## config.mk

```make
export PLATFORM = sky130hd
export DESIGN_NAME = postnet_zip_codec
export DESIGN_NICKNAME = d
export VERILOG_FILES = /design/src/hw/rtl/pzc_pkg.sv /design/src/hw/rtl/postnet_zip_codec.sv
export SDC_FILE = /design/constraint.sdc
export NUM_CORES = 1
export LEC_CHECK = 0
export ABC_AREA = 1
export BUFFER_PORTS_ARGS = -buffer_cell sky130_fd_sc_hd__buf_4
export CAP_MARGIN = 20
export CORE_ASPECT_RATIO = 0.9
export CORE_MARGIN = 2
export CORE_UTILIZATION = 35
export CTS_CLUSTER_DIAMETER = 50
export DETAILED_ROUTE_END_ITERATION = 8
export PLACE_DENSITY_LB_ADDON = 0.05
export SLEW_MARGIN = 20
export SYNTH_ARGS = -nofsm -noshare
export SYNTH_HDL_FRONTEND = slang
export SYNTH_SLANG_ARGS = --single-unit
```

## constraint.sdc

```tcl
create_clock -name clk_i -period 5.5 [get_ports clk_i]
set_input_delay 0.275 -clock clk_i [delete_from_list [all_inputs] [get_ports clk_i]]
set_output_delay 0.275 -clock clk_i [all_outputs]
set_load 0.01 [all_outputs]
```

## src/hw/rtl/pzc_pkg.sv

```systemverilog
`timescale 1ns / 1ps
// ----------------------------------------------------------------------------
// pzc_pkg
// types, constants and small lookup functions for the zip / bar pattern codec
// ----------------------------------------------------------------------------
package pzc_pkg;

  localparam int unsigned BarW    = 27;
  localparam int unsigned ZipW    = 17;
  localparam int unsigned GroupW  = 5;
  localparam int unsigned DigitW  = 4;
  localparam int unsigned NumDigits = 5;

  localparam logic [ZipW-1:0] ZipMax = 17'd99999;

  // reciprocal of 1000: q = (x * 134218) >> 27, exact for every 17-bit x
  localparam logic [17:0] RecipDiv1000 = 18'd134218;
  // reciprocal of 10: q = (x * 205) >> 11, exact for x below 1029
  localparam logic [7:0]  RecipDiv10   = 8'd205;
  // reciprocal of 100: q = (x * 41) >> 12, exact for x below 1000
  localparam logic [5:0]  RecipDiv100  = 6'd41;

  typedef enum logic {
    MODE_DECODE = 1'b0,
    MODE_ENCODE = 1'b1
  } mode_e;

  typedef enum logic [1:0] {
    STAT_OK    = 2'd0,
    STAT_FRAME = 2'd1,
    STAT_GROUP = 2'd2,
    STAT_RANGE = 2'd3
  } status_e;

  typedef logic [NumDigits-1:0][DigitW-1:0] digits_t;

  // weights 7,4,2,1,0 from the first bar down; a sum of 11 stands for zero
  function automatic logic [DigitW-1:0] group_digit(input logic [GroupW-1:0] grp);
    logic [DigitW-1:0] sum;
    sum = (grp[4] ? 4'd7 : 4'd0) + (grp[3] ? 4'd4 : 4'd0)
        + (grp[2] ? 4'd2 : 4'd0) + (grp[1] ? 4'd1 : 4'd0);
    return (sum == 4'd11) ? 4'd0 : sum;
  endfunction

  function automatic logic two_of_five(input logic [GroupW-1:0] grp);
    return ($countones(grp) == 2);
  endfunction

  function automatic logic [GroupW-1:0] digit_pattern(input logic [DigitW-1:0] d);
    logic [GroupW-1:0] pat;
    unique case (d)
      4'd0:    pat = 5'b11000;
      4'd1:    pat = 5'b00011;
      4'd2:    pat = 5'b00101;
      4'd3:    pat = 5'b00110;
      4'd4:    pat = 5'b01001;
      4'd5:    pat = 5'b01010;
      4'd6:    pat = 5'b01100;
      4'd7:    pat = 5'b10001;
      4'd8:    pat = 5'b10010;
      4'd9:    pat = 5'b10100;
      default: pat = 5'b00000;
    endcase
    return pat;
  endfunction

endpackage

```

## src/hw/rtl/postnet_zip_codec.sv

```systemverilog
`timescale 1ns / 1ps
// ----------------------------------------------------------------------------
// postnet_zip_codec
// four-stage pipelined converter between a five-digit zip code and a
// framed 27-bit two-of-five bar pattern, in both directions
// ----------------------------------------------------------------------------
//
//  channel   | ports                                   | handshake
//  ----------+-----------------------------------------+------------------------
//  command   | mode_i, bar_bits_i, zip_value_i         | start_i high, busy_o low
//  result    | zip_out_o, bar_out_o, status_o          | valid_o strobe, 1 cycle
//
//  one item can enter every cycle; busy_o is never raised
//  each result passes the stage 1, 2 and 3 registers into the output registers,
//  and results leave in order
//  the four stages are set by the constant-reciprocal divide chain of encode
//  reset clears only the stage valid bits; data registers are not reset
//  the receiver cannot stall, so results leave on their strobe cycle
//
module postnet_zip_codec
  import pzc_pkg::*;
(
  input  logic            clk_i,
  input  logic            rst_ni,
  input  logic            start_i,
  output logic            busy_o,
  input  logic            mode_i,
  input  logic [BarW-1:0] bar_bits_i,
  input  logic [ZipW-1:0] zip_value_i,
  output logic            valid_o,
  output logic [ZipW-1:0] zip_out_o,
  output logic [BarW-1:0] bar_out_o,
  output logic [1:0]      status_o
);

  logic accept;

  // the pipeline never backs up, so commands are always welcome
  assign busy_o = 1'b0;
  assign accept = start_i & ~busy_o;

  // --------------------------------------------------------------------------
  // valid bits, one per stage
  // --------------------------------------------------------------------------
  logic s1_valid_q, s2_valid_q, s3_valid_q, s4_valid_q;

  always_ff @(posedge clk_i or negedge rst_ni) begin
    if (!rst_ni) begin
      s1_valid_q <= 1'b0;
      s2_valid_q <= 1'b0;
      s3_valid_q <= 1'b0;
      s4_valid_q <= 1'b0;
    end else begin
      s1_valid_q <= accept;
      s2_valid_q <= s1_valid_q;
      s3_valid_q <= s2_valid_q;
      s4_valid_q <= s3_valid_q;
    end
  end

  // --------------------------------------------------------------------------
  // stage 1: frame and group checks, group digits; encode range check and
  // the top split zip / 1000
  // --------------------------------------------------------------------------
  mode_e           s1_mode_d, s1_mode_q;
  status_e         s1_stat_d, s1_stat_q;
  digits_t         s1_dig_d, s1_dig_q;
  logic [ZipW-1:0] s1_zip_q;
  logic [7:0]      s1_hi_d, s1_hi_q;
  logic [34:0]     s1_prod;
  logic            groups_ok;

  always_comb begin
    s1_mode_d = mode_e'(mode_i);
    groups_ok = 1'b1;
    for (int g = 0; g < NumDigits; g++) begin
      // digit 0 is the most significant, right behind the first frame bar
      s1_dig_d[g] = group_digit(bar_bits_i[BarW-2-GroupW*g -: GroupW]);
      if (!two_of_five(bar_bits_i[BarW-2-GroupW*g -: GroupW])) begin
        groups_ok = 1'b0;
      end
    end

    s1_prod = 35'(zip_value_i) * 35'(RecipDiv1000);
    s1_hi_d = s1_prod[34:27];

    if (s1_mode_d == MODE_DECODE) begin
      if (!bar_bits_i[BarW-1] || !bar_bits_i[0]) begin
        s1_stat_d = STAT_FRAME;
      end else if (!groups_ok) begin
        s1_stat_d = STAT_GROUP;
      end else begin
        s1_stat_d = STAT_OK;
      end
    end else begin
      s1_stat_d = (zip_value_i > ZipMax) ? STAT_RANGE : STAT_OK;
    end
  end

  always_ff @(posedge clk_i) begin
    if (accept) begin
      s1_mode_q <= s1_mode_d;
      s1_stat_q <= s1_stat_d;
      s1_dig_q  <= s1_dig_d;
      s1_zip_q  <= zip_value_i;
      s1_hi_q   <= s1_hi_d;
    end
  end

  // --------------------------------------------------------------------------
  // stage 2: decode pairs digits into two-digit values; encode takes the low
  // three digits as a remainder and splits the top two by ten
  // --------------------------------------------------------------------------
  mode_e      s2_mode_q;
  status_e    s2_stat_q;
  logic [7:0] s2_pair_a_d, s2_pair_a_q, s2_pair_b_d, s2_pair_b_q;
  logic [3:0] s2_last_q;
  logic [9:0] s2_lo_d, s2_lo_q;
  logic [7:0] s2_hi_q;
  logic [4:0] s2_t_d, s2_t_q;
  logic [17:0] s2_lo_full;
  logic [15:0] s2_t_prod;

  always_comb begin
    s2_pair_a_d = 8'(s1_dig_q[0]) * 8'd10 + 8'(s1_dig_q[1]);
    s2_pair_b_d = 8'(s1_dig_q[2]) * 8'd10 + 8'(s1_dig_q[3]);
    s2_lo_full  = 18'(s1_zip_q) - 18'(s1_hi_q) * 18'd1000;
    s2_lo_d     = s2_lo_full[9:0];
    s2_t_prod   = 16'(s1_hi_q) * 16'(RecipDiv10);
    s2_t_d      = s2_t_prod[15:11];
  end

  always_ff @(posedge clk_i) begin
    if (s1_valid_q) begin
      s2_mode_q   <= s1_mode_q;
      s2_stat_q   <= s1_stat_q;
      s2_pair_a_q <= s2_pair_a_d;
      s2_pair_b_q <= s2_pair_b_d;
      s2_last_q   <= s1_dig_q[4];
      s2_lo_q     <= s2_lo_d;
      s2_hi_q     <= s1_hi_q;
      s2_t_q      <= s2_t_d;
    end
  end

  // --------------------------------------------------------------------------
  // stage 3: decode forms the binary zip; encode finishes the second digit
  // and divides the low part by 100 and by 10
  // --------------------------------------------------------------------------
  mode_e           s3_mode_q;
  status_e         s3_stat_q;
  logic [ZipW-1:0] s3_zip_d, s3_zip_q;
  logic [17:0]     s3_zip_full;
  logic [3:0]      s3_d0_q, s3_d1_d, s3_d1_q, s3_h_d, s3_h_q;
  logic [6:0]      s3_l10_d, s3_l10_q;
  logic [9:0]      s3_lo_q;
  logic [7:0]      s3_d1_full;
  logic [15:0]     s3_h_prod;
  logic [17:0]     s3_l10_prod;

  always_comb begin
    s3_zip_full = 18'(s2_pair_a_q) * 18'd1000 + 18'(s2_pair_b_q) * 18'd10
                + 18'(s2_last_q);
    s3_zip_d    = s3_zip_full[ZipW-1:0];
    s3_d1_full  = s2_hi_q - 8'(s2_t_q) * 8'd10;
    s3_d1_d     = s3_d1_full[3:0];
    s3_h_prod   = 16'(s2_lo_q) * 16'(RecipDiv100);
    s3_h_d      = s3_h_prod[15:12];
    s3_l10_prod = 18'(s2_lo_q) * 18'(RecipDiv10);
    s3_l10_d    = s3_l10_prod[17:11];
  end

  always_ff @(posedge clk_i) begin
    if (s2_valid_q) begin
      s3_mode_q <= s2_mode_q;
      s3_stat_q <= s2_stat_q;
      s3_zip_q  <= s3_zip_d;
      s3_d0_q   <= s2_t_q[3:0];
      s3_d1_q   <= s3_d1_d;
      s3_h_q    <= s3_h_d;
      s3_l10_q  <= s3_l10_d;
      s3_lo_q   <= s2_lo_q;
    end
  end

  // --------------------------------------------------------------------------
  // stage 4: last two encode digits, pattern lookup, framing and error gating
  // into the output registers
  // --------------------------------------------------------------------------
  logic [3:0]      s4_d3, s4_d4;
  logic [6:0]      s4_d3_full;
  logic [9:0]      s4_d4_full;
  logic [BarW-1:0] s4_bar;
  logic [ZipW-1:0] zip_out_d, zip_out_q;
  logic [BarW-1:0] bar_out_d, bar_out_q;
  status_e         status_q;

  always_comb begin
    s4_d3_full = s3_l10_q - 7'(s3_h_q) * 7'd10;
    s4_d3      = s4_d3_full[3:0];
    s4_d4_full = s3_lo_q - 10'(s3_l10_q) * 10'd10;
    s4_d4      = s4_d4_full[3:0];
    s4_bar     = {1'b1, digit_pattern(s3_d0_q), digit_pattern(s3_d1_q),
                  digit_pattern(s3_h_q), digit_pattern(s4_d3),
                  digit_pattern(s4_d4), 1'b1};

    // the field of the other mode, and both fields on error, read zero
    zip_out_d = (s3_mode_q == MODE_DECODE && s3_stat_q == STAT_OK) ? s3_zip_q : '0;
    bar_out_d = (s3_mode_q == MODE_ENCODE && s3_stat_q == STAT_OK) ? s4_bar : '0;
  end

  always_ff @(posedge clk_i) begin
    if (s3_valid_q) begin
      zip_out_q <= zip_out_d;
      bar_out_q <= bar_out_d;
      status_q  <= s3_stat_q;
    end
  end

  assign valid_o   = s4_valid_q;
  assign zip_out_o = zip_out_q;
  assign bar_out_o = bar_out_q;
  assign status_o  = status_q;

endmodule

```

==> results of run 1 <==
Yosys cell counts (all sizes together):
cell	instances	area (µm²)
a211oi	5	42.5
a21boi	6	45.0
a21o	10	75.1
a21oi	85	429
a31oi	8	50.1
and2	1	6.26
and3	1	6.26
buf	5	30.0
clkbuf	2	7.51
conb	1	3.75
dfrtp	4	100
dfxtp	15	300
edfxtp	167	5010
fa	124	2480
ha	403	5040
inv	500	1880
nand2	243	935
nand3	66	353
nand3b	5	37.5
nand4	20	131
nor2	122	463
nor3	12	65.1
nor4	9	56.3
o2111ai	3	26.3
o211ai	2	15.0
o21a	1	7.51
o21ai	59	307
o21bai	13	97.6
o31ai	4	30.0
or2	12	75.1
xnor2	35	314
xor2	46	418
cell type report:
class | count | share of cell area, %
Multi-Input combinational cell | 1296 | 54.7
Sequential cell | 186 | 25.7
Inverter | 500 | 8.91
Tap cell | 697 | 4.14
Timing Repair Buffer | 102 | 3.66
Clock buffer | 18 | 2.04
Clock inverter | 14 | 0.784
Antenna cell | 1 | 0.0119
cells by family (layout without fill, tap and decap cells):
kind of cell               Yosys count  count (layout)
adders and majority gates          527             527
buffers and inverters              507             634
and+or+nand+nor                    491             491
AOI/OAI and AO/OA                  196             196
DFF                                186             186
xor gates and xnor gates            81              81
other                                1               2
state kept, by name (all words and copies together), names as in the netlist, 8 cells and up:
register and cells:
s2_lo_q 10, s1_hi_q 8, bar_out_o 26, zip_out_o 17, s2_pair_a_q 8, s1_dig_q 20, s4_bar 15, s2_pair_b_q 8
s3_zip_q 17, s1_zip_q 10
per-layer routing:
metal,vias to the layer above,GRT usage (%),routed length [µm]
met4,0,3.11,339
met2,131,23.8,16800
met1,5767,20.4,19900
met5,-,0,0
met3,22,2.52,1110
li1,6645,-,-
through the flow:
stage	instance area (µm²)	setup TNS (ns)
after CTS	21000	0
after global placement	20400	0
after global routing	21100	-0.0187
final	21100	0
after floorplan	18800	0
after detailed placement	20400	0
final timing paths:
path | start | endpoint | slack (ns) | depth (start not counted)
max | s2_pair_a_q[1]$_DFFE_PP_ | s3_zip_q[16]$_DFFE_PP_ | 0.35 | 23
min | zip_value_i[1] | s1_zip_q[1]$_DFFE_PP_ | 0.13 | 1
max reg2reg | s2_pair_a_q[1]$_DFFE_PP_ | s3_zip_q[16]$_DFFE_PP_ | 0.35 | 23
min reg2reg | s1_zip_q[0]$_DFFE_PP_ | s2_lo_q[0]$_DFFE_PP_ | 0.41 | 0
max in group asynchronous | rst_ni | s3_valid_q$_DFF_PN0_ | 5.20 | 2
min in group asynchronous | rst_ni | valid_o$_DFF_PN0_ | 0.16 | 2
repair_timing:
action	CTS	global route
hold endpoints to repair	5	0
hold buffers	2	0
setup endpoints to repair	0	3
gates resized for setup	0	4
setup buffers	0	4
==> impl_metrics.json, run 1 <==
{
  "yosys.area_share.simple_pct": 11.3,
  "hold_class": "input port to flop",
  "synth_compound_area_share_pct": 5.97,
  "routed_via_density": 4.47,
  "ys_seq_elements": 186,
  "fp-row-count": 80,
  "drv_slew": 0,
  "finalCritPeriodShare_pct": 93.7,
  "finalHoldViolCount": 0,
  "syn_nets": 2564,
  "synth_warnings": 0,
  "yosys.cell_types.count": 48,
  "slowest_stage": "fa_1",
  "synthMuxAreaShare_pct": 0,
  "crit_top_cell": "nand2_1",
  "cts_tree": "built",
  "cts.sinks": 186,
  "dr_total_vias": 12565,
  "crit_family": "adder cells",
  "outcome": "complete, but fails checks",
  "skew_ns": 0.0155,
  "path_cells": "fa_1, xor2_1, ha_1, fa_1, inv_1, fa_1, inv_1, ha_1, nand2_1, inv_1, a21oi_1, xor2_1, ha_1, ha_2, nand2_1, nor2_1, nand3_1, nand4_1, nand2_1, nand2_1, nand3_1, nand2_1, nand2_1",
  "die_x_um": 249,
  "worstSetupEndpointType": "flop",
  "clk_latency_ns": 0.46,
  "port_buffers": 94,
  "die-area_mm2": 0.0557,
  "dpl_worst_slack_ns": 0.223,
  "crit_path_start_kind": "flop",
  "firstDrtPassIters": 9,
  "violations": "design-rule violations",
  "final_common_cell": "inv_1",
  "numCtsBuffers": 17,
  "routedWlPerCell_um": 13.6,
  "mostFrequentLayoutCells": "inv_1 (500), ha_1 (400), nand2_1 (236)",
  "max_stage_delay_ns": 0.60,
  "worst_pin_slew_ns": 0.935,
  "layout_setup_ws_ns": 0.346,
  "path_buf_inv": 3,
  "syn_area_mm2": 0.0188,
  "grt_overflow": 0,
  "seqCellArea_mm2": 0.00542,
  "worstPathRequired_ns": 5.71,
  "instances_no_fill": 2814,
  "fill_cells": 5346,
  "syn2layout_area_growth_pct": 11.8,
  "drtIter0Drc": 441,
  "grt_max_degree": 62,
  "routabilityCongestion": 0.826,
  "crit_fanout": 5,
  "ios": 96,
  "nets": 2678,
  "cts_max_level": 4,
  "clockBufferDepth": 2,
  "max_freq_mhz": 194,
  "synthXorXnorAreaFrac_pct": 3.88,
  "hpwl_um": 31800,
  "dpl.cell_count": 2775,
  "drive_gt1_share_pct": 7.94,
  "utilization_pct": 39.6,
  "track_usage_pct": 14.6,
  "core_area_mm2": 0.0532,
  "layout_min_cycle_time_ns": 5.15,
  "synth_area_per_cell_um2": 9.47,
  "slew_headroom_pct": 37.6,
  "die_h_um": 224,
  "drc": 2,
  "grt_pass1_wl_um": 65200,
  "whs_ns": 0.129,
  "synthCells": 1989,
  "cts_root_buffer": "clkbuf_16",
  "yosysSeqAreaShare_pct": 28.7,
  "clk_pin_slew_ns": 0.07,
  "ant_nets": 0,
  "wirelength_um": 38100,
  "setup_viol": 0,
  "grt_pass1_vias": 13148,
  "synth_top_family_by_area": "adder cells",
  "critPathKind": "flop to flop",
  "start_util_pct": 35.5,
  "maxCapViolCount": 0,
  "synthAdderAreaFrac_pct": 39.9,
  "antenna_found_initial": 0,
  "critPathArrivalTime_ns": 5.37,
  "multi_input_area_mm2": 0.0115
}
Power of run 1 is not shown: default switching activity piles up to over one toggle a cycle in this logic, so the estimate is an artifact.
==> run 2, diff against run 1 <==
ABC_AREA = not set   (was 1)
clock period = 4.6 ns   (was 5.5 ns; I/O delays follow)
==> run 2 against run 1 <==
The flow finishes with violations (negative setup slack). Highest routed layer unchanged. Clock-buffer cell count grew 3. Largest cell class unchanged. Worst hold slack worse by 0.059 ns. Critical endpoint unchanged. Final area shrank 0.94%. Critical path type unchanged.
==> impl_metrics.json, run 2 <==
{
  "ys_seq_elements": 186,
  "routabilityCongestion": 0.800,
  "yosysSeqAreaShare_pct": 30.7,
  "dpl.cell_count": 2438,
  "r2r_end": "s3_zip_q[16]$_DFFE_PP_",
  "routedWlPerCell_um": 13.6,
  "maxCapViolCount": 0,
  "grt_overflow": 0,
  "setup_viol": 6,
  "hold_class": "input port to flop",
  "firstDrtPassIters": 6,
  "utilization_pct": 41.7,
  "grt_pass1_vias": 11261,
  "cts_root_buffer": "clkbuf_16",
  "die-area_mm2": 0.0523,
  "critPathKind": "flop to flop",
  "yosys-top-cells-count": "ha_1 (403), inv_1 (378), edfxtp_1 (167)",
  "ant_nets": 0,
  "mostFrequentLayoutCells": "ha_1 (380), inv_1 (371), buf_4 (177)",
  "syn_nets": 2171,
  "outcome": "complete, but fails checks",
  "final_common_cell": "ha_1",
  "nets": 2364,
  "worst_pin_slew_ns": 1.01,
  "layout_setup_ws_ns": -0.142,
  "syn_area_mm2": 0.0177,
  "max_freq_mhz": 211,
  "die_x_um": 241,
  "hold_start": "zip_value_i[5]",
  "synth-edff-count": 167,
  "synth-async-reset-ratio_pct": 2.15,
  "wirelength_um": 33800,
  "clockBufferDepth": 2,
  "core_area_mm2": 0.0501,
  "violations": "negative setup slack",
  "critPathArrivalTime_ns": 4.96,
  "yosysMostFrequentCell": "ha_1",
  "skew_ns": 0.0122,
  "yosys.cell_types.count": 60,
  "worstSetupEndpointType": "flop",
  "grt_pass1_wl_um": 56700,
  "cts.sinks": 186,
  "yosysTopAreaCell": "ha_1",
  "start_util_pct": 35.3,
  "r2r_start": "s2_pair_a_q[2]$_DFFE_PP_",
  "fp-row-count": 78,
  "drive_gt1_share_pct": 16.3,
  "cts_tree": "built",
  "port_buffers": 94,
  "largest_reg_flops": 26,
  "synth_area_per_cell_um2": 11.1,
  "track_usage_pct": 13.9,
  "finalCritPeriodShare_pct": 103,
  "worstPathRequired_ns": 4.82,
  "drc": 0,
  "whs_ns": 0.0700,
  "synth_warnings": 0,
  "layout_min_cycle_time_ns": 4.74,
  "routed_via_density": 4.35,
  "crit_path_start": "s2_pair_a_q[2]$_DFFE_PP_",
  "slew_headroom_pct": 32.2,
  "worstHoldPathCells": 2,
  "hold_end": "s1_zip_q[5]$_DFFE_PP_",
  "rsz0062_at_grt": "true",
  "ios": 96,
  "clk_pin_slew_ns": 0.08,
  "crit_fanout": 4,
  "drtIter0Drc": 290,
  "dpl_worst_slack_ns": -0.522,
  "numCtsBuffers": 17,
  "cts_max_level": 4,
  "antenna_found_initial": 0,
  "syn2layout_area_growth_pct": 18.2,
  "drv_slew": 0,
  "hpwl_um": 28300,
  "synthTopCellsByArea": "ha_1 (29%), edfxtp_1 (28%), fa_1 (14%), inv_1 (8.0%), xnor2_1 (3.9%)",
  "crit_path_start_kind": "flop",
  "yosys_most_used_dff": "edfxtp_1",
  "die_h_um": 217,
  "rr_worst_depth": 18,
  "dr_total_vias": 10790,
  "instances_no_fill": 2483,
  "synthCells": 1596,
  "clk_latency_ns": 0.48,
  "finalHoldViolCount": 0,
  "synth_top_area_share_pct": 28.6,
  "reg2reg_slack_ns": -0.14,
  "grt_max_degree": 47
}
run 2: changes by cell type in the layout (fill, tap and decap cells not counted), moves of 28 or more:
cell / previous run / this run
a21oi_1: 83 / 36
buf_4: 100 / 177
inv_1: 500 / 371
nand2_1: 236 / 47
nand3_1: 63 / 13
nor2_1: 120 / 50
o21ai_0: 53 / 24
xnor2_1: 34 / 77
xor2_1: 44 / 16
run 2: cell families after synthesis:
group / after synthesis / share of synthesized area (%)
DFF: 186 / 30.7
muxes: 21 / 1.34
and+or+nand+nor: 212 / 5.81
buffers and inverters: 387 / 8.28
xor gates and xnor gates: 95 / 4.71
AOI/OAI and AO/OA: 167 / 6.53
adders and majority gates: 527 / 42.6
other: 1 / 0.0212
run 2: stage by stage:
step / area, µm² / TNS, ns
4_1_cts: 20500 / -0.438
2_1_floorplan: 17700 / -0.0193
5_1_grt: 20900 / -1.68
3_3_place_gp: 19800 / -4.02
6_report: 20900 / -0.508
3_5_place_dp: 19800 / -4.08
run 2: metal layers:
metal / global-route usage, % / vias up / share of wire, %
met5: 0 / - / 0
met4: 3.97 / 0 / 1.4
met3: 2.32 / 23 / 2.4
met2: 22.3 / 97 / 45
met1: 19.4 / 4980 / 52
li1: - / 5690 / -
run 2: what timing repair did:
item                                    CTS  global route
endpoints found under the setup margin    6            15
gates resized for setup                  17            49
pin swaps                                 7            32
setup buffers                             3             7
gates cloned                              0             0
hold buffers                              2             0
endpoints found under the hold margin     5             0
run 2: worst max-delay path by stage:
stage,end,depth (start not counted),slack (ns)
floorplan,s3_zip_q[13]$_DFFE_PP_,17,-0.02
finish,s3_zip_q[16]$_DFFE_PP_,18,-0.14
detailed placement,s1_hi_q[5]$_DFFE_PP_,21,-0.52
CTS,s3_zip_q[16]$_DFFE_PP_,17,-0.13
global placement,s1_hi_q[6]$_DFFE_PP_,21,-0.52
global route,s3_zip_q[15]$_DFFE_PP_,19,-0.35
run 2: area by class of cell:
type / instances / area [µm²]
timing repair buffer: 183 / 1390
clock inverter: 11 / 98.8
sequential: 186 / 5420
inverter: 378 / 1420
antenna: 1 / 2.50
multi-input combinational: 1023 / 11200
fill: 4869 / 29200
tap: 680 / 851
clock buffer: 21 / 462
run 2: critical path, stage by stage (launching register included):
cell and delay, ns:
edfxtp_1 0.49, fa_1 0.53, xor2_1 0.18, ha_1 0.29
fa_1 0.50, inv_2 0.04, fa_1 0.49, inv_2 0.04
ha_4 0.27, o21a_1 0.16, nor2_4 0.06, xnor2_2 0.13
ha_1 0.32, ha_4 0.25, buf_6 0.12, and3_4 0.13
a211o_1 0.31, nand4_1 0.11, xnor2_1 0.06
Power of run 2 is left out for the same reason.
==> run 3, diff against run 2 <==
CELL_PAD_IN_SITES_DETAIL_PLACEMENT = 1   (was not set)
CELL_PAD_IN_SITES_GLOBAL_PLACEMENT = 1   (was not set)
SKIP_LAST_GASP = 1   (was not set)
==> run 3 against run 2 <==
The flow still finishes with violations (negative setup slack). Worst hold slack lost 0.0036 ns. Final cell count is the same. Setup slack lost 0.033 ns. Routed wire length grew 8.9%. First-iteration DRC count shrank 18%. Final area shrank 0.74%. Register-to-register slack lost 0.03 ns. Clock-buffer cell count shrank 3. Non-clock buffer count grew 1. Highest routed layer unchanged. Die area is the same.
==> impl_metrics.json, run 3 (synthesis gave the netlist of run 2 again) <==
{
  "crit_end": "s3_zip_q[16]$_DFFE_PP_",
  "port_buffers": 94,
  "dr_total_vias": 11024,
  "die_h_um": 217,
  "cts_tree": "built",
  "die_x_um": 241,
  "nets": 2365,
  "grt_max_degree": 47,
  "wirelength_um": 36800,
  "finalCritPeriodShare_pct": 104,
  "slew_headroom_pct": 36.1,
  "layout_setup_ws_ns": -0.176,
  "layout_min_cycle_time_ns": 4.78,
  "final_common_cell": "ha_1",
  "routabilityCongestion": 0.792,
  "reg2reg_slack_ns": -0.18,
  "crit_path_start": "s2_pair_a_q[1]$_DFFE_PP_",
  "maxCapViolCount": 0,
  "fp-row-count": 78,
  "violations": "negative setup slack",
  "grt_pass1_wl_um": 62100,
  "antenna_found_initial": 1,
  "worstSetupEndpointType": "flop",
  "mostFrequentLayoutCells": "ha_1 (393), inv_1 (373), buf_4 (180)",
  "routed_via_density": 4.44,
  "grt_overflow": 0,
  "drv_slew": 0,
  "track_usage_pct": 15.3,
  "cts_root_buffer": "clkbuf_16",
  "firstDrtPassIters": 4,
  "max_freq_mhz": 209,
  "finalHoldViolCount": 0,
  "crit_path_start_kind": "flop",
  "rr_worst_depth": 18,
  "hpwl_um": 31400,
  "die-area_mm2": 0.0523,
  "start_util_pct": 35.3,
  "r2r_end": "s3_zip_q[16]$_DFFE_PP_",
  "worstPathRequired_ns": 4.83,
  "rsz0062_at_grt": "true",
  "clockBufferDepth": 2,
  "crit_fanout": 4,
  "syn2layout_area_growth_pct": 17.3,
  "skew_ns": 0.0110,
  "setup_viol": 6,
  "critPathArrivalTime_ns": 5.01,
  "r2r_start": "s2_pair_a_q[1]$_DFFE_PP_",
  "hold_start": "zip_value_i[5]",
  "critPathKind": "flop to flop",
  "instances_no_fill": 2483,
  "grt_pass1_vias": 12024,
  "dpl_worst_slack_ns": -0.562,
  "drive_gt1_share_pct": 15.4,
  "drtIter0Drc": 238,
  "core_area_mm2": 0.0501,
  "outcome": "complete, but fails checks",
  "routedWlPerCell_um": 14.8,
  "utilization_pct": 41.4,
  "worst_pin_slew_ns": 0.959,
  "diodes": 0,
  "hold_class": "input port to flop",
  "largest_reg_flops": 26,
  "ios": 96,
  "ant_nets": 0,
  "dpl.cell_count": 2442,
  "cts.sinks": 186,
  "drc": 0,
  "clk_latency_ns": 0.49,
  "numCtsBuffers": 17,
  "clk_pin_slew_ns": 0.08,
  "cts_max_level": 4
}
## run 3: cell types whose count changed in the layout (fill, tap and decap cells not counted), moves of 3 or more
cell | before | now
inv_4 | 4 | 0
nand2_1 | 47 | 51
nand2_2 | 4 | 0
buf_4 | 177 | 180
ha_1 | 380 | 393
clkbuf_1 | 3 | 0
ha_4 | 19 | 8
## run 3: worst max-delay path, stage by stage (launching register included)
cell and delay, ns:
edfxtp_1 0.50, fa_1 0.61, xor2_1 0.15, ha_1 0.26, fa_1 0.49, inv_1 0.05, fa_1 0.49, inv_2 0.05
ha_4 0.26, o21a_1 0.16, nor2_4 0.06, xnor2_2 0.12, ha_1 0.33, ha_4 0.27, buf_6 0.11, and3_1 0.13
a211o_1 0.28, nand4_1 0.11, xnor2_1 0.07
## run 3: how the worst min path moves through the flow
stage                             to  slack (ns)  depth (start not counted)
2_1_floorplan   s1_valid_q$_DFF_PN0_       -0.07                          0
3_3_place_gp       valid_o$_DFF_PN0_        0.04                          1
3_5_place_dp       valid_o$_DFF_PN0_        0.04                          1
4_1_cts        s1_zip_q[5]$_DFFE_PP_        0.02                          2
5_1_grt        s1_zip_q[5]$_DFFE_PP_        0.05                          2
6_report       s1_zip_q[5]$_DFFE_PP_        0.07                          2
## run 3: cell type report
| class | instances | area (µm²) |
|---|---|---|
| clock buffers | 18 | 450 |
| fillers | 5483 | 29400 |
| well taps | 680 | 851 |
| inverters | 378 | 1420 |
| multi-input cells | 1023 | 11000 |
| flip-flops and latches | 186 | 5420 |
| clock inverters | 14 | 141 |
| repair buffers | 184 | 1390 |
## run 3: stage by stage
stage               cell area (µm²)  setup TNS (ns)  hold slack [ns]
floorplan                     17700         -0.0193          -0.0656
global placement              19800           -3.33           0.0420
detailed placement            19800           -4.73           0.0449
CTS                           20600          -0.646           0.0172
global route                  20700           -1.93           0.0517
finish                        20700          -0.700           0.0664
## run 3: what timing repair did
action | 4_1_cts | 5_1_grt
hold endpoints to repair | 5 | 0
gates resized for setup | 22 | 16
pin swaps | 8 | 25
cloned | 0 | 0
endpoints found under the setup margin | 7 | 12
hold buffers | 2 | 0
setup buffers | 3 | 4
## run 3: metal layers
layer | up-vias | track usage (%) | wire length (µm)
met4 | 0 | 3.95 | 446
met1 | 5227 | 21.2 | 19000
met3 | 27 | 2.54 | 819
met2 | 92 | 24.7 | 16500
met5 | - | 0 | 0
li1 | 5678 | - | -
Power of run 3 is left out for the same reason.
